<file path="config.mk">
export PLATFORM = sky130hd
export DESIGN_NAME = number_to_display_text_formatter_core
export DESIGN_NICKNAME = d
export VERILOG_FILES = /design/src/design/ntdf_pkg.sv /design/src/design/number_to_display_text_formatter_core.sv /design/src/design/ntdf_front.sv /design/src/design/ntdf_queue.sv /design/src/design/ntdf_back.sv
export VERILOG_INCLUDE_DIRS = /design/src /design/src/design
export SDC_FILE = /design/constraint.sdc
export NUM_CORES = 1
export LEC_CHECK = 0
export ABC_CLOCK_PERIOD_IN_PS = 8700
export BUFFER_PORTS_ARGS = -buffer_cell sky130_fd_sc_hd__buf_2
export CAP_MARGIN = 30
export CORE_UTILIZATION = 30
export CTS_CLUSTER_SIZE = 20
export DETAILED_ROUTE_END_ITERATION = 6
export GPL_TIMING_DRIVEN = 0
export PLACE_DENSITY_LB_ADDON = 0.1
export SETUP_SLACK_MARGIN = 0.02
export SYNTH_ARGS = -nofsm -noshare
export SYNTH_HDL_FRONTEND = slang
export SYNTH_SLANG_ARGS = --single-unit
export TNS_END_PERCENT = 1
</file>
<file path="constraint.sdc">
create_clock -name clk -period 8.7 [get_ports clk]
set_input_delay 1.74 -clock clk [delete_from_list [all_inputs] [get_ports clk]]
set_output_delay 1.74 -clock clk [all_outputs]
set_load 0.05 [all_outputs]
</file>
<file path="src/design/number_to_display_text_formatter_core_macros.svh">
// ----------------------------------------------------------------------------
// Number to display text formatter: assertion macros
// Concurrent assertion wrappers shared by the formatter modules.
// ----------------------------------------------------------------------------
`ifndef NUMBER_TO_DISPLAY_TEXT_FORMATTER_CORE_MACROS_SVH
`define NUMBER_TO_DISPLAY_TEXT_FORMATTER_CORE_MACROS_SVH

`ifndef ASSERT_OFF
`define NTDF_ASSERT(lbl, ck, rn, prop) \
  lbl: assert property (@(posedge ck) disable iff (!rn) prop) \
    else $error("ntdf assertion failed");
`define NTDF_ASSERT_NEVER(lbl, ck, rn, cond) \
  `NTDF_ASSERT(lbl, ck, rn, !(cond))
`else
`define NTDF_ASSERT(lbl, ck, rn, prop)
`define NTDF_ASSERT_NEVER(lbl, ck, rn, cond)
`endif

`endif

</file>
<file path="src/design/ntdf_pkg.sv">
// ----------------------------------------------------------------------------
// Number to display text formatter: package
// Shared item type, slot count, glyph, mode and dot constants and glyph helper.
// ----------------------------------------------------------------------------
`default_nettype none

package ntdf_pkg;

  localparam int unsigned NSLOTS = 5;

  localparam logic [7:0] GLYPH_ZERO  = 8'h30;
  localparam logic [7:0] GLYPH_SPACE = 8'h20;
  localparam logic [7:0] GLYPH_DOT   = 8'h2e;

  localparam logic [1:0] MODE_DEC   = 2'd0;
  localparam logic [1:0] MODE_BLANK = 2'd1;

  localparam logic [1:0] DOT_NONE  = 2'd0;
  localparam logic [1:0] DOT_ONE   = 2'd1;
  localparam logic [1:0] DOT_TWO   = 2'd2;
  localparam logic [1:0] DOT_THREE = 2'd3;

  typedef struct packed {
    logic [4:0]       start;
    logic [2:0]       count;
    logic [1:0]       dot;
    logic [4:0]       wmask;
    logic [4:0][7:0]  glyph;
  } item_t;

  function automatic logic [7:0] hex_glyph(input logic [3:0] nib);
    logic [7:0] g;
    if (nib < 4'd10) begin
      g = 8'h30 + {4'b0, nib};
    end else begin
      g = 8'h37 + {4'b0, nib};
    end
    return g;
  endfunction

endpackage

`default_nettype wire

</file>
<file path="src/design/number_to_display_text_formatter_core.sv">
// ----------------------------------------------------------------------------
// Number to display text formatter: top level
// Turns a 16-bit value into display characters, one character per transfer.
// ----------------------------------------------------------------------------
// Input channel (in_*): value, mode (decimal, decimal with leading-zero
// blanking, hexadecimal), start cell, digit count and dot place.
// Output channel (out_*): one character per transfer with its cell index;
// out_last marks the final character of an item. A count of zero emits
// nothing but still updates the five held digit slots.
// A decimal item holds the front for the transfer and then four
// compare-and-subtract steps, the last giving two digits; a hex item
// is ready as soon as it is taken. The front accepts a new item as its
// current one goes into the queue. The back end emits one character
// per cycle while the receiver is ready, and pops another item from the
// queue as it emits the last character of the current one.
// A two-entry queue sits between front and back; a stalled receiver holds
// the output register, fills the queue and then drops in_ready.
// Reset clears the digit slots to zero and empties every stage.
// ----------------------------------------------------------------------------
`default_nettype none

module number_to_display_text_formatter_core (
  input  wire logic          clk,
  input  wire logic          rst_n,
  input  wire logic          in_valid,
  output logic               in_ready,
  input  wire logic [15:0]   in_value,
  input  wire logic [1:0]    in_mode,
  input  wire logic [4:0]    in_start_cell,
  input  wire logic [2:0]    in_digit_count,
  input  wire logic [1:0]    in_dot_place,
  output logic               out_valid,
  input  wire logic          out_ready,
  output logic [5:0]         out_cell_res,
  output logic [7:0]         out_glyph,
  output logic               out_last
);

  ntdf_pkg::item_t push_data;
  ntdf_pkg::item_t pop_data;
  logic            push;
  logic            push_ready;
  logic            pop_valid;
  logic            pop;

  ntdf_front u_front (
    .clk            (clk),
    .rst_n          (rst_n),
    .in_valid       (in_valid),
    .in_ready       (in_ready),
    .in_value       (in_value),
    .in_mode        (in_mode),
    .in_start_cell  (in_start_cell),
    .in_digit_count (in_digit_count),
    .in_dot_place   (in_dot_place),
    .q_push         (push),
    .q_ready        (push_ready),
    .q_data         (push_data)
  );

  ntdf_queue u_queue (
    .clk        (clk),
    .rst_n      (rst_n),
    .push       (push),
    .push_data  (push_data),
    .push_ready (push_ready),
    .pop_valid  (pop_valid),
    .pop        (pop),
    .pop_data   (pop_data)
  );

  ntdf_back u_back (
    .clk          (clk),
    .rst_n        (rst_n),
    .q_valid      (pop_valid),
    .q_pop        (pop),
    .q_data       (pop_data),
    .out_valid    (out_valid),
    .out_ready    (out_ready),
    .out_cell_res (out_cell_res),
    .out_glyph    (out_glyph),
    .out_last     (out_last)
  );

endmodule

`default_nettype wire

</file>
<file path="src/design/ntdf_front.sv">
// ----------------------------------------------------------------------------
// Number to display text formatter: front end
// Accepts items, splits the value into digits and builds the slot glyphs.
// ----------------------------------------------------------------------------
`default_nettype none

`include "number_to_display_text_formatter_core_macros.svh"

module ntdf_front (
  input  wire logic          clk,
  input  wire logic          rst_n,
  input  wire logic          in_valid,
  output logic               in_ready,
  input  wire logic [15:0]   in_value,
  input  wire logic [1:0]    in_mode,
  input  wire logic [4:0]    in_start_cell,
  input  wire logic [2:0]    in_digit_count,
  input  wire logic [1:0]    in_dot_place,
  output logic               q_push,
  input  wire logic          q_ready,
  output ntdf_pkg::item_t    q_data
);

  localparam logic [1:0] LAST_STEP = 2'd3;

  function automatic logic [16:0] dec_thr(input logic [1:0] s, input int unsigned j);
    logic [16:0] base;
    case (s)
      2'd0:    base = 17'd10000;
      2'd1:    base = 17'd1000;
      2'd2:    base = 17'd100;
      default: base = 17'd10;
    endcase
    return 17'(base * j);
  endfunction

  logic             busy_r;
  logic             done_r;
  logic [1:0]       step_r;
  logic [15:0]      rem_r;
  logic [4:0][3:0]  dig_r;
  logic             blank_r;
  logic [1:0]       dot_r;
  logic [2:0]       cnt_r;
  logic [4:0]       start_r;
  logic [4:0]       wmask_r;

  logic             acc;
  logic [3:0]       dcnt;
  logic [16:0]      dsub;
  logic [16:0]      diff;
  logic [2:0]       blank_lim;
  logic             blank_run;
  logic [4:0][7:0]  glyph;

  assign q_push   = busy_r && done_r && q_ready;
  assign in_ready = !busy_r || (done_r && q_ready);
  assign acc      = in_valid && in_ready;

  always_comb begin
    dcnt = 4'd0;
    dsub = 17'd0;
    for (int unsigned j = 1; j < 10; j++) begin
      if ({1'b0, rem_r} >= dec_thr(step_r, j)) begin
        dcnt = 4'(j);
        dsub = dec_thr(step_r, j);
      end
    end
    diff = {1'b0, rem_r} - dsub;
  end

  always_comb begin
    blank_lim = 3'd4 - {1'b0, dot_r};
    blank_run = blank_r;
    for (int k = 0; k < 5; k++) begin
      glyph[k] = ntdf_pkg::hex_glyph(dig_r[k]);
    end
    for (int k = 0; k < 4; k++) begin
      if (blank_run && (3'(k) < blank_lim) && (glyph[k] == ntdf_pkg::GLYPH_ZERO)) begin
        glyph[k] = ntdf_pkg::GLYPH_SPACE;
      end else begin
        blank_run = 1'b0;
      end
    end
  end

  always_comb begin
    q_data.start = start_r;
    q_data.count = cnt_r;
    q_data.dot   = dot_r;
    q_data.wmask = wmask_r;
    q_data.glyph = glyph;
  end

  always_ff @(posedge clk) begin
    if (!rst_n) begin
      busy_r <= 1'b0;
      done_r <= 1'b0;
    end else begin
      if (acc) begin
        busy_r  <= 1'b1;
        start_r <= in_start_cell;
        dot_r   <= in_dot_place;
        cnt_r   <= (in_digit_count > 3'd5) ? 3'd5 : in_digit_count;
        blank_r <= (in_mode == ntdf_pkg::MODE_BLANK);
        rem_r   <= in_value;
        step_r  <= 2'd0;
        if ((in_mode == ntdf_pkg::MODE_DEC) || (in_mode == ntdf_pkg::MODE_BLANK)) begin
          done_r  <= 1'b0;
          wmask_r <= 5'b11111;
        end else begin
          done_r   <= 1'b1;
          dig_r[1] <= in_value[15:12];
          dig_r[2] <= in_value[11:8];
          dig_r[3] <= in_value[7:4];
          dig_r[4] <= in_value[3:0];
          wmask_r  <= (in_value < 16'd256) ? 5'b11000 : 5'b11110;
        end
      end else if (q_push) begin
        busy_r <= 1'b0;
        done_r <= 1'b0;
      end else if (busy_r && !done_r) begin
        dig_r[step_r] <= dcnt;
        rem_r         <= diff[15:0];
        step_r        <= step_r + 2'd1;
        if (step_r == LAST_STEP) begin
          dig_r[4] <= diff[3:0];
          done_r   <= 1'b1;
        end
      end
    end
  end

  `NTDF_ASSERT(a_digits_done, clk, rst_n, (busy_r && !done_r && step_r == LAST_STEP && !acc) |=> done_r)

endmodule

`default_nettype wire

</file>
<file path="src/design/ntdf_queue.sv">
// ----------------------------------------------------------------------------
// Number to display text formatter: item queue
// Two-entry queue between the front end and the back end.
// ----------------------------------------------------------------------------
`default_nettype none

`include "number_to_display_text_formatter_core_macros.svh"

module ntdf_queue (
  input  wire logic          clk,
  input  wire logic          rst_n,
  input  wire logic          push,
  input  wire ntdf_pkg::item_t push_data,
  output logic               push_ready,
  output logic               pop_valid,
  input  wire logic          pop,
  output ntdf_pkg::item_t    pop_data
);

  ntdf_pkg::item_t ent_r [0:1];
  logic            wp_r;
  logic            rp_r;
  logic [1:0]      cnt_r;
  logic [1:0]      cnt_nxt;

  assign push_ready = (cnt_r != 2'd2);
  assign pop_valid  = (cnt_r != 2'd0);
  assign pop_data   = ent_r[rp_r];

  always_comb begin
    cnt_nxt = cnt_r;
    if (push && !pop) begin
      cnt_nxt = cnt_r + 2'd1;
    end else if (pop && !push) begin
      cnt_nxt = cnt_r - 2'd1;
    end
  end

  always_ff @(posedge clk) begin
    if (!rst_n) begin
      wp_r  <= 1'b0;
      rp_r  <= 1'b0;
      cnt_r <= 2'd0;
    end else begin
      cnt_r <= cnt_nxt;
      if (push) begin
        ent_r[wp_r] <= push_data;
        wp_r        <= !wp_r;
      end
      if (pop) begin
        rp_r <= !rp_r;
      end
    end
  end

  `NTDF_ASSERT_NEVER(a_no_overflow, clk, rst_n, push && (cnt_r == 2'd2))
  `NTDF_ASSERT_NEVER(a_no_underflow, clk, rst_n, pop && (cnt_r == 2'd0))

endmodule

`default_nettype wire

</file>
<file path="src/design/ntdf_back.sv">
// ----------------------------------------------------------------------------
// Number to display text formatter: back end
// Merges glyphs into the digit slots, places the dot and emits characters.
// ----------------------------------------------------------------------------
`default_nettype none

`include "number_to_display_text_formatter_core_macros.svh"

module ntdf_back (
  input  wire logic          clk,
  input  wire logic          rst_n,
  input  wire logic          q_valid,
  output logic               q_pop,
  input  wire ntdf_pkg::item_t q_data,
  output logic               out_valid,
  input  wire logic          out_ready,
  output logic [5:0]         out_cell_res,
  output logic [7:0]         out_glyph,
  output logic               out_last
);

  logic [4:0][7:0]  slots_r;
  logic [4:0][7:0]  slots_nxt;
  logic [4:0][7:0]  merged;
  logic             busy_r;
  logic [2:0]       idx_r;
  logic [2:0]       cnt_r;
  logic [4:0]       start_r;
  logic             out_valid_r;
  logic [5:0]       out_cell_r;
  logic [7:0]       out_glyph_r;
  logic             out_last_r;

  logic             emit;
  logic             last_now;
  logic [2:0]       sel;

  assign emit     = busy_r && (!out_valid_r || out_ready);
  assign last_now = ((idx_r + 3'd1) == cnt_r);
  assign sel      = 3'(idx_r + 3'd5 - cnt_r);
  assign q_pop    = q_valid && (!busy_r || (emit && last_now));

  assign out_valid    = out_valid_r;
  assign out_cell_res = out_cell_r;
  assign out_glyph    = out_glyph_r;
  assign out_last     = out_last_r;

  always_comb begin
    for (int k = 0; k < 5; k++) begin
      merged[k] = q_data.wmask[k] ? q_data.glyph[k] : slots_r[k];
    end
    slots_nxt = merged;
    if (q_data.dot != ntdf_pkg::DOT_NONE) begin
      slots_nxt[0] = merged[1];
      slots_nxt[1] = (q_data.dot == ntdf_pkg::DOT_THREE) ? ntdf_pkg::GLYPH_DOT : merged[2];
    end
    if (q_data.dot == ntdf_pkg::DOT_ONE) begin
      slots_nxt[2] = merged[3];
      slots_nxt[3] = ntdf_pkg::GLYPH_DOT;
    end
    if (q_data.dot == ntdf_pkg::DOT_TWO) begin
      slots_nxt[2] = ntdf_pkg::GLYPH_DOT;
    end
  end

  always_ff @(posedge clk) begin
    if (!rst_n) begin
      slots_r     <= '0;
      busy_r      <= 1'b0;
      idx_r       <= 3'd0;
      out_valid_r <= 1'b0;
    end else begin
      if (emit) begin
        out_valid_r <= 1'b1;
        out_cell_r  <= {1'b0, start_r} + {3'b0, idx_r};
        out_glyph_r <= slots_r[sel];
        out_last_r  <= last_now;
      end else if (out_ready) begin
        out_valid_r <= 1'b0;
      end
      if (q_pop) begin
        slots_r <= slots_nxt;
        start_r <= q_data.start;
        cnt_r   <= q_data.count;
        idx_r   <= 3'd0;
        busy_r  <= (q_data.count != 3'd0);
      end else if (emit) begin
        idx_r <= idx_r + 3'd1;
        if (last_now) begin
          busy_r <= 1'b0;
        end
      end
    end
  end

  `NTDF_ASSERT(a_idx_in_range, clk, rst_n, busy_r |-> (idx_r < cnt_r))
  `NTDF_ASSERT(a_last_ends_item, clk, rst_n, (emit && last_now && !q_pop) |=> !busy_r)

endmodule

`default_nettype wire
</file>
# Word level (Yosys, flattened, before mapping)
# Memories as Yosys holds them, arrays and structs flattened. A register that Yosys moved wholly into a read port is not among the register bits.
# Cells that the tools add are included.
word_totals:
  register_bits: 128
  mem_bits_rw: 110
  input_bits: 32
  out_inout_bits: 17
  word_cells: 236
  mem_count: 1
op_classes:
  add_sub_neg: 19
  n_mul: 10
  magnitude_cmp: 23
  eq_ne: 15
  n_mux: 79
  bitwise: 3
  n_reduce_logical: 56
memory_table:
  columns: ["name", "words", "width", "read_ports", "rd_ports_with_merged_regs", "write_ports", "line", "rtl"]
  rows:
  - ["u_queue.ent_r", 2, 55, 1, 1, 1, "ntdf_queue.sv:20", "ntdf_pkg::item_t ent_r [0:1];"]
ops:
  columns: ["op", "count"]
  rows:
  - ["$mux 16", 14]
  - ["$mux 8", 16]
  - ["$ge 16x17->1", 6]
  - ["$mux 17", 5]
  - ["$add 6x4->7 const A", 10]
  - ["$pmux 14 s3", 1]
  - ["$mux 20", 2]
  - ["$mul 14x3->17 const B", 2]
  - ["$mul 17x3->16 const B", 2]
  - ["$eq 8x6->1 const B", 4]
  - ["$mul 14x2->16 const B", 2]
  - ["$bmux 8 s3", 1]
  - ["$mux 1", 21]
  - ["$bwmux 20", 1]
  - ["$lt 4x4->1 const B", 5]
  - ["$logic_and 1x1->1", 19]
  - ["$reduce_bool 2->1", 9]
  - ["$mul 14x4->17 const B", 1]
  - ["$mul 17x2->15 const B", 1]
  - ["$mul 17x2->16 const B", 1]
  - ["$mul 17x4->16 const B", 1]
  - ["$ge 16x14->1", 1]
  - ["$ge 16x15->1", 1]
  - ["$ge 16x16->1", 1]
  - ["34 further kinds", 78]

# Logic depth before layout (Yosys ltp)
logic_depth:
  ltp_word: 18
  ltp_mapped: 31
  depth_no_buf: 29

# Modules after synthesis
# A second synthesis with hierarchy kept.
unflattened:
  hier_cells: 1335
  area_unflattened_um2: 14468.9
modules_own_cells:
  columns: ["mod", "n_inst", "cells_each", "area_per_inst_um2", "seq_area_each_um2"]
  rows:
  - ["ntdf_front", 1, 798, 6683.9, 1571.5]
  - ["ntdf_queue", 1, 194, 4207.8, 3403.3]
  - ["ntdf_back", 1, 343, 3577.2, 1591.5]

# Worst setup path before layout
# No wires, ideal clock.
synth_path:
  path_type: "register -> register"
  start: "register u_front.step_r[0]"
  end: "register u_front.rem_r[15] (data pin)"
  setup_ps: 261
  t_arrival_ps: 5897
  required_time_ps: 8439
  setup_slack_ps: 2543
  stages_incl_launch_ff: 29
  n_path_buf: 1
  cell_sequence: "edfxtp_1 -> inv_1 -> ha_1 -> clkbuf_1 -> xor2_1 -> nand2_1 -> fa_1 -> a2bb2oi_1 -> o21ai_0 -> a21oi_1 -> xnor2_1 -> ha_1 -> a211oi_1 -> o21ai_0 -> a21oi_1 -> o21bai_1 -> nor2_1 -> nand2_1 -> o31a_1 -> a21o_1 -> ha_1 -> nor2_1 -> a211oi_1 -> nand4_1 -> and4_1 -> o31ai_1 -> o41ai_1 -> mux4_2 -> nand3_1"
synth_via:
  elab_chain_cells: 16
  elab_cells_between_ends: 41
  cone_classes: "1 x add/sub; 10 x mul; 9 x order compare; 2 x eq/ne; 18 x mux; 1 x reduce/logical"
synth_lines:
  columns: ["element", "line", "rtl"]
  rows:
  - ["start, declared", "ntdf_front.sv:39", "logic [1:0] step_r;"]
  - ["start signal, assigned", "ntdf_front.sv:125", "step_r <= step_r + 2'd1;"]
  - ["$eq 2x2->1 (tied with other cells)", "ntdf_front.sv:28", "case (s)"]
  - ["$pmux 14 s3 (*)", "ntdf_front.sv:28", null]
  - ["branches (longest 9 deep; another with $ge 16x17->1)", null, null]
  - ["$mux 16 (*)", "ntdf_front.sv:64", "if ({1'b0, rem_r} >= dec_thr(step_r, j)) begin"]
  - ["$sub 16x16->16 (*)", "ntdf_front.sv:69", "diff = {1'b0, rem_r} - dsub;"]
  - ["$mux 16 (*)", "ntdf_front.sv:122", "end else if (busy_r && !done_r) begin"]
  - ["$mux 16 (*)", "ntdf_front.sv:119", "end else if (q_push) begin"]
  - ["$mux 16 (*)", "ntdf_front.sv:100", "if (acc) begin"]
  - ["end signal, assigned", "ntdf_front.sv:106", "rem_r <= in_value;"]
  - ["end signal, assigned", "ntdf_front.sv:124", "rem_r <= diff[15:0];"]
  - ["end, declared", "ntdf_front.sv:40", "logic [15:0] rem_r;"]
# Mark *: on every way between the ends. The select of a mux whose other input is x is not followed.
# A chain may end at the register's enable or synchronous reset.

# Final worst setup path
# Same ends and word-level chain as after synthesis.

==> metrics.cfg <==
[outcome]
outcome = complete, no violations

[sta]
max_slew_margin = 0.346
finClkSkew_ns = 0.0179
finalSetupTns_ns = 0
fmax_mhz = 121
finalSetupViolCount = 0
worstMarginPinSlew_ns = 0.972
hold_slack_ns = 0.443
min_period_ns = 8.26
rsz0062_at_grt = false
hold_viol = 0
period_share = 0.950
slew_violations = 0

[drt]
drc = 0
drt_pass1_iterations = 5
via_per_inst = 5.29
avgRoutedWirePerCell_um = 21.2
wirelength_um = 42800
vias = 10700
ant_nets = 0
drt_iter0_drc = 993

[place]
dp_cells = 1973
place.port_buffers = 47
place_congestion = 0.889
hpwl_um = 32800

[cells_and_area]
stdcell_count = 2020
mostFrequentLayoutCells = 168 x edfxtp_1, 149 x nand2_1, 124 x ha_1
area_growth_pct = 13.7
antennaDiodeCount = 0
mostFrequentLayoutCell = edfxtp_1
drive_above_1_share = 0.0966
nNetsFinal = 1568

[yosys]
synthCells = 1331
synth_enable_flop_cells = 168
yosys_warnings = 0
synth_seq_cells = 218
avgSynthCellArea_um2 = 10.2
synth_area_um2 = 13600
synth_ff_type = edfxtp_1
synth_sequential_area_ratio = 0.444
ys_types = 83
syn_nets = 1489
synthArstFlopShare = 0

[die]
die_w_um = 215
initial_core_util = 0.306
die-area_um2 = 46200
rows = 77
die_h_um = 215
core_area_um2 = 44500
pin_count = 49

[power_and_ir_drop]
clkPwrFrac = 0.201
intPower_uw = 3010
pwr-share-comb = 0.515
leakage_uw = 0.00582
ir_drop_uv = 267
fin_total_pwr_uw = 5340
p_per_area_nw_per_um2 = 345
p_seq_frac = 0.285
p_sw_uw = 2320
switching_share = 0.436

[clock_tree]
clk_path_buf_depth = 3
clock_latency_ns = 0.54
clkSlewWorstSetupHoldPaths_ns = 0.06
cts_sinks = 218
numCtsBuffers = 26
root_buffer = clkbuf_16
cts_tree = yes
cts_hold_buffers = 0
cts_setup_buffers = 0
htreeDepth = 1
cts_resized = 0

[critical_path]
cpMostUsedCell = a21oi_1
end_kind = register
crit_fanout = 10
worstPathRequired_ns = 8.98
cp.arrival_ns = 8.55
crit_buf_inv = 3
slowest_delay_ns = 0.59
ff2ff_path_depth = 30
startpoint_type = register
crit_type = register to register
cp_top_family = compound AO/OA/AOI/OAI gates
critical_path_depth = 30
slowest_stage = clkbuf_1

[min_path]
hold_class = register to register
min_delay_path_depth = 0

[global_routing]
grt_antenna_before_repair = 0
grt_pass1_vias = 10600
overflow = 0
grt_start_max_net_pins = 33
grt_usage = 0.185
grt_pass1_wl_um = 65600

[flow_run]
timing.max_cap.violations = 0

==> Yosys cell counts, types with 16 or more instances <==
cell | instances | area share
mux2i_1 | 39 | 0.029
dfxtp_1 | 50 | 0.074
nand3_1 | 20 | 0.0074
o21ai_0 | 95 | 0.035
a21oi_1 | 65 | 0.024
a211oi_1 | 17 | 0.0094
a21boi_0 | 19 | 0.010
nor2_1 | 87 | 0.024
inv_1 | 63 | 0.017
o211ai_1 | 22 | 0.012
ha_1 | 124 | 0.11
xnor2_1 | 25 | 0.016
o21a_1 | 17 | 0.0094
nor2b_1 | 26 | 0.012
edfxtp_1 | 168 | 0.37
nor3_1 | 28 | 0.010
clkbuf_1 | 41 | 0.011
nand2_1 | 149 | 0.041
xor2_1 | 16 | 0.010
==> power by group through the flow <==
stage                     Combinational [µW]  Clock [µW]  Sequential, µW
after CTS                               2730        1100            1520
after detailed placement                2710           0            1540
final                                   2750        1070            1520
after global placement                  2710           0            1540
after global routing                    3060        1130            1540
after floorplan                         1960           0            1490
==> kinds of logic after synthesis <==
family          share of synthesized area
simple gates                        0.137
compound gates                      0.188
flops                               0.444
fa+ha+maj                           0.117
buf+inv                            0.0343
mux                                0.0535
xor+xnor                           0.0264
==> path summary, 6_finish.rpt <==
| check | slack [ns] | endpoint | start |
|---|---|---|---|
| max | 0.44 | u_front.rem_r[15]$_DFFE_PP_ | u_front.step_r[0]$_SDFFCE_PP0P_ |
| min reg2reg | 0.44 | u_queue.ent_r[0][47]$_DFFE_PP_ | u_front.cnt_r[2]$_SDFFCE_PN1P_ |
| max reg2reg | 0.44 | u_front.rem_r[15]$_DFFE_PP_ | u_front.step_r[0]$_SDFFCE_PP0P_ |
| min | 0.44 | u_queue.ent_r[0][47]$_DFFE_PP_ | u_front.cnt_r[2]$_SDFFCE_PN1P_ |
==> final cells by class <==
class                      count  area (µm²)
sequential                   218        6050
buffer                        56         226
timing repair buffer          51         285
clock buffer                  40         744
clock inverter                 6        83.8
inverter                      64         240
tap                          592         741
fill                        4539       29000
multi-input combinational    993        7110
==> worst register-to-register path, delay by kind of cell, from the launching register on <==
kind	cells	cell delay, ns
XOR/XNOR	2	0.50
buffers and inverters	3	1.26
AO/OA/AOI/OAI	13	2.80
multiplexers	1	0.25
flip-flops	1	0.58
adder cells (fa/ha/maj)	4	1.39
AND/OR/NAND/NOR	7	1.19
==> per-stage QoR <==
stage	setup WS [ns]	instance area, µm²	util
global placement	0.565	14600	0.328
CTS	0.595	15500	0.348
floorplan	2.54	13600	-
finish	0.437	15500	0.348
global route	0.0225	15500	0.348
detailed placement	0.649	14600	0.329
==> registers in the layout, summed over array words and instances (netlist names), 3 cells and up, named ones only <==
signal               count
u_back.start_r           5
u_back.idx_r             3
u_front.rem_r           16
u_front.dig_r           20
u_queue.ent_r           94
u_front.cnt_r            3
u_back.out_cell_res      6
u_front.start_r          5
u_back.out_glyph         8
u_back.cnt_r             3
u_back.slots_r          38
==> per-layer routing <==
| layer | wire, µm | track usage | part of all wire |
|---|---|---|---|
| met1 | 20300 | 0.261 | 0.47 |
| met2 | 19600 | 0.302 | 0.46 |
| met3 | 2060 | 0.0211 | 0.048 |
| met4 | 904 | 0.0466 | 0.021 |
| met5 | 0 | 0 | 0 |
Power figures use the tool's default switching activity.
